<file path="src/rtl/mpot_pkg.sv">
// Shared types, codes and helpers for the matched pair outcome tally.
package mpot_pkg;

    localparam int MAX_PAIRS_DEF   = 1024;
    localparam int COUNT_WIDTH_DEF = 24;
    localparam int PID_W           = 11;
    localparam int VAL_W           = 32;
    localparam int TALLY_OUT_W     = 24;
    localparam int DIFF_W          = 33;
    localparam int IN_DATA_W       = 48;
    localparam int OUT_DATA_W      = 232;

    // Item kinds carried on the input tuser.
    typedef enum logic [1:0] {
        KIND_OBS   = 2'd0,
        KIND_READ  = 2'd1,
        KIND_CLEAR = 2'd2,
        KIND_SPARE = 2'd3
    } kind_t;

    // Back end sequencer states.
    typedef enum logic [1:0] {
        ST_IDLE,
        ST_EXEC,
        ST_CLEAR,
        ST_REPLY
    } state_t;

    // One arm of a pair entry.
    typedef struct packed {
        logic             found;
        logic             fin;
        logic [VAL_W-1:0] val;
    } slot_t;

    typedef struct packed {
        slot_t trt;
        slot_t ctl;
    } entry_t;

    // A classified item as it waits in the queue.
    typedef struct packed {
        kind_t             kind;
        logic              in_range;
        logic              unmatched;
        logic [PID_W-1:0]  pid;
        logic              treated;
        logic              fin;
        logic              succ;
        logic [VAL_W-1:0]  val;
    } item_t;

    // Status from the back end to the front end.
    typedef struct packed {
        logic init_busy;
        logic pop;
    } back_stat_t;

    // A slot counts as a success when finite and nonzero.
    function automatic logic slot_success(input slot_t s);
        return s.fin && (s.val != '0);
    endfunction

    // Discordance of a pair: bit 1 plus, bit 0 minus.
    function automatic logic [1:0] pair_contrib(input entry_t e);
        logic ts;
        logic cs;
        ts = slot_success(e.trt);
        cs = slot_success(e.ctl);
        if (!(e.trt.found && e.ctl.found)) begin
            return 2'b00;
        end
        return {ts && !cs, !ts && cs};
    endfunction

endpackage

</file>
<file path="src/rtl/mpot_front.sv">
// Front end: accepts items, classifies them and holds them in a two-entry queue.
module mpot_front #(
    parameter int MAX_PAIRS = mpot_pkg::MAX_PAIRS_DEF
) (
    input  logic                         aclk,
    input  logic                         aresetn,
    input  logic                         s_tvalid,
    output logic                         s_tready,
    input  logic [mpot_pkg::IN_DATA_W-1:0] s_tdata,
    input  logic [1:0]                   s_tuser,
    input  mpot_pkg::back_stat_t         stat,
    output logic                         q_valid,
    output mpot_pkg::item_t              q_item
);
    import mpot_pkg::*;

    item_t       slots_reg [2];
    logic        wr_ptr_reg;
    logic        rd_ptr_reg;
    logic [1:0]  count_reg;
    item_t       cls;
    logic        push;
    logic        pop;

    // Classify the incoming item.
    always_comb begin
        cls.kind      = kind_t'(s_tuser);
        cls.pid       = s_tdata[10:0];
        cls.treated   = s_tdata[11];
        cls.fin       = s_tdata[44];
        cls.val       = cls.fin ? s_tdata[43:12] : '0;
        cls.succ      = cls.fin && (s_tdata[43:12] != '0);
        cls.unmatched = (cls.pid == '0);
        cls.in_range  = !cls.unmatched && (32'(cls.pid) <= 32'(MAX_PAIRS));
    end

    assign s_tready = (count_reg != 2'd2) && !stat.init_busy;
    assign push     = s_tvalid && s_tready;
    assign pop      = stat.pop;
    assign q_valid  = (count_reg != 2'd0);
    assign q_item   = slots_reg[rd_ptr_reg];

    // Queue storage.
    always_ff @(posedge aclk) begin
        if (push) begin
            slots_reg[wr_ptr_reg] <= cls;
        end
    end

    // Queue pointers and fill count.
    always_ff @(posedge aclk) begin
        if (!aresetn) begin
            wr_ptr_reg <= 1'b0;
            rd_ptr_reg <= 1'b0;
            count_reg  <= 2'd0;
        end else begin
            if (push) begin
                wr_ptr_reg <= !wr_ptr_reg;
            end
            if (pop) begin
                rd_ptr_reg <= !rd_ptr_reg;
            end
            count_reg <= count_reg + 2'(push) - 2'(pop);
        end
    end

endmodule

</file>
<file path="config.mk">
export PLATFORM = sky130hd
export DESIGN_NAME = mpot_front
export DESIGN_NICKNAME = d
export VERILOG_FILES = /design/src/rtl/mpot_pkg.sv /design/src/rtl/mpot_front.sv
export SDC_FILE = /design/constraint.sdc
export NUM_CORES = 1
export LEC_CHECK = 0
export ABC_AREA = 1
export BUFFER_PORTS_ARGS = -buffer_cell sky130_fd_sc_hd__buf_2
export CAP_MARGIN = 10
export CORE_MARGIN = 3
export CORE_UTILIZATION = 50
export DETAILED_ROUTE_END_ITERATION = 12
export PLACE_DENSITY = 0.78
export SETUP_SLACK_MARGIN = 0.3
export SYNTH_ARGS = -nofsm -noshare
export SYNTH_HDL_FRONTEND = slang
export SYNTH_SLANG_ARGS = --single-unit
</file>
<file path="constraint.sdc">
create_clock -name aclk -period 4.75 [get_ports aclk]
set_input_delay 0.95 -clock aclk [delete_from_list [all_inputs] [get_ports aclk]]
set_output_delay 0.95 -clock aclk [all_outputs]
set_load 0.005 [all_outputs]
</file>
==> results.ini <==
[status]
status = finished, final reports clean

[clock_network]
clk_latency_ps = 350
post-cts-setup-buffers = 0
cts_tree = yes
clock_path_buffers = 2
root_buffer = clkbuf_8
clkSinkCount = 105
cts_buffers = 9
path_clk_slew_ps = 90
ctsResizeCount = 0
cts_max_level = 3
hold_buffers = 0

[die]
coreArea_sq_mm = 0.00876
die_area_sq_mm = 0.0102
die_h_um = 101
io_pins = 107
dieWidth_um = 101
initial_core_util_pct = 51.5
placementRows = 34

[critical_path]
setup.worst_path.end = q_item[26]
r2r_cells = 5
cp.required_ps = 3800
cp-end-kind = output port
path_max_fanout = 50
r2r-start = count_reg[0]
start_kind = flop
crit_arrival_ps = 1870
regToRegSetupSlack_ps = 2560
regToRegEndpoint = slots_reg[0][32]
crit_type = reg2out

[final_layout]
drive_gt1_share_pct = 42.2
final_common_cell = buf_2
final_cells = 513
synthToLayoutAreaGrowth_pct = 16.5
diodes = 0
nNetsFinal = 458
largest_reg_flops = 100
fin_area_sq_mm = 0.00526
layout_common_cells = buf_2, edfxtp_1, mux2_4, nand2_1, inv_1

[timing]
skew_ps = 13.1
tightest_slew_ps = 1110
fin_crit_sh_pct = 59.4
fin_tns_setup_ps = 0
min_period_ps = 2820
slew_violations = 0
relSlewSlack_pct = 26.1
final-setup-viol-count = 0
final_hold_viol_count = 0
rsz0062_at_grt = no
clock.fmax_mhz = 354

[logic_synthesis]
yosys.area.top_type_share_pct = 66.5
yosysUniqueCellTypes = 17
ys_seq_area_share_pct = 68.7
ys_ff_latch = 105
syn-cell-area_sq_mm = 0.00452
syn_nets = 353
synth_top_area_cell = edfxtp_1
synth_cells = 296
avgSynthCellArea_sq_um = 15.3
synthTopCellsByArea = edfxtp_1, mux2_4, nand2_1
synth_warnings = 0

[global_routing]
grt_max_degree = 51
grt_pass1_vias = 2476
grt_overflow_total = 0
grt_usage_pct = 15.1
grt_pass1_wl_mm = 11.8
antenna_found_initial = 0

[place]
io_buffers = 103
dp_hpwl_mm = 5.07
routabilityCongestion = 0.718
place_area_sq_mm = 0.00505
place_inst = 498

[worst_hold_path]
hold_start = wr_ptr_reg
hp-class = reg2reg

[routing]
postRouteAntennaNets = 0
avgViaCountPerCell = 4.83
vias = 2477
wirelength_mm = 7.54
drtIter0Drc = 92
drc_errors = 0
first_pass_iters = 4
wire_per_inst_um = 14.7

[power_and_ir_drop]
power.static_leakage_nw = 2.32
p_per_area_mw_per_mm2 = 356
max-vdd-ir-drop_mv = 0.216

[run]
drv_cap = 0

## Yosys cell counts
| cell type | number |
|---|---|
| mux2_4 | 50 |
| nand2_1 | 49 |
| clkbuf_1 | 1 |
| inv_1 | 39 |
| a21oi_1 | 2 |
| buf_2 | 3 |
| ha_1 | 2 |
| buf_12 | 5 |
| o21ai_0 | 1 |
| nor3_1 | 1 |
| dfxtp_1 | 5 |
| xnor2_1 | 2 |
| a21oi_2 | 1 |
| buf_6 | 1 |
| nand3_1 | 2 |
| edfxtp_1 | 100 |
| nor2_1 | 32 |
## metal layers
metal	global-route usage (%)	up-vias	wire, um
li1	-	1214	-
met5	0	-	0
met1	18.5	1171	3110
met3	4.84	9	534
met4	4.29	0	68
met2	25.7	83	3830
## per-stage QoR
step / setup WS (ps) / hold slack, ps / utilization (%) / total power, mW
floorplan: 981 / 435 / - / 1.24
global placement: 1960 / 478 / 57.7 / 1.31
detailed placement: 1890 / 489 / 57.7 / 1.32
CTS: 1910 / 500 / 60.1 / 1.89
global route: 1850 / 534 / 60.1 / 1.96
finish: 1930 / 500 / 60.1 / 1.87
## cell families (layout without fill, tap and decap cells)
| group | Yosys count | after routing | synth area share, % |
|---|---|---|---|
| multiplexers | 50 | 50 | 16.6 |
| buffers and inverters | 49 | 158 | 6.12 |
| AO/OA/AOI/OAI | 4 | 4 | 0.526 |
| XOR/XNOR | 2 | 2 | 0.388 |
| adder cells (fa/ha/maj) | 2 | 2 | 0.554 |
| flip-flops | 105 | 105 | 68.7 |
| AND/OR/NAND/NOR | 84 | 84 | 7.07 |
## where the power goes
group	switching, mW	internal, mW	total (mW)	leakage [nW]
clock	0.287	0.292	0.579	0.100
sequential	0.0294	1.06	1.09	0.972
combinational	0.0902	0.114	0.204	1.25
## final cells by class
cell class | count | area [sq um]
Sequential cell | 105 | 3110
Timing Repair Buffer | 104 | 523
Inverter | 39 | 146
Clock buffer | 9 | 124
Tap cell | 108 | 135
Multi-Input combinational cell | 142 | 1140
Clock inverter | 6 | 83.8
Fill cell | 699 | 3500
## worst max-delay path, cell delays in order, from the launching register on
cell and delay [ps]:
dfxtp_4 950, mux2_4 350, buf_2 130
## how the worst min path moves through the flow
stage                             to  slack [ps]  cells past startpoint
after floorplan           wr_ptr_reg         440                      2
after global placement          flop         480                      2
after detailed placement  wr_ptr_reg         490                      2
after CTS                 wr_ptr_reg         500                      2
after global routing      wr_ptr_reg         530                      2
final                     wr_ptr_reg         500                      2
Power figures use the tool's default switching activity.
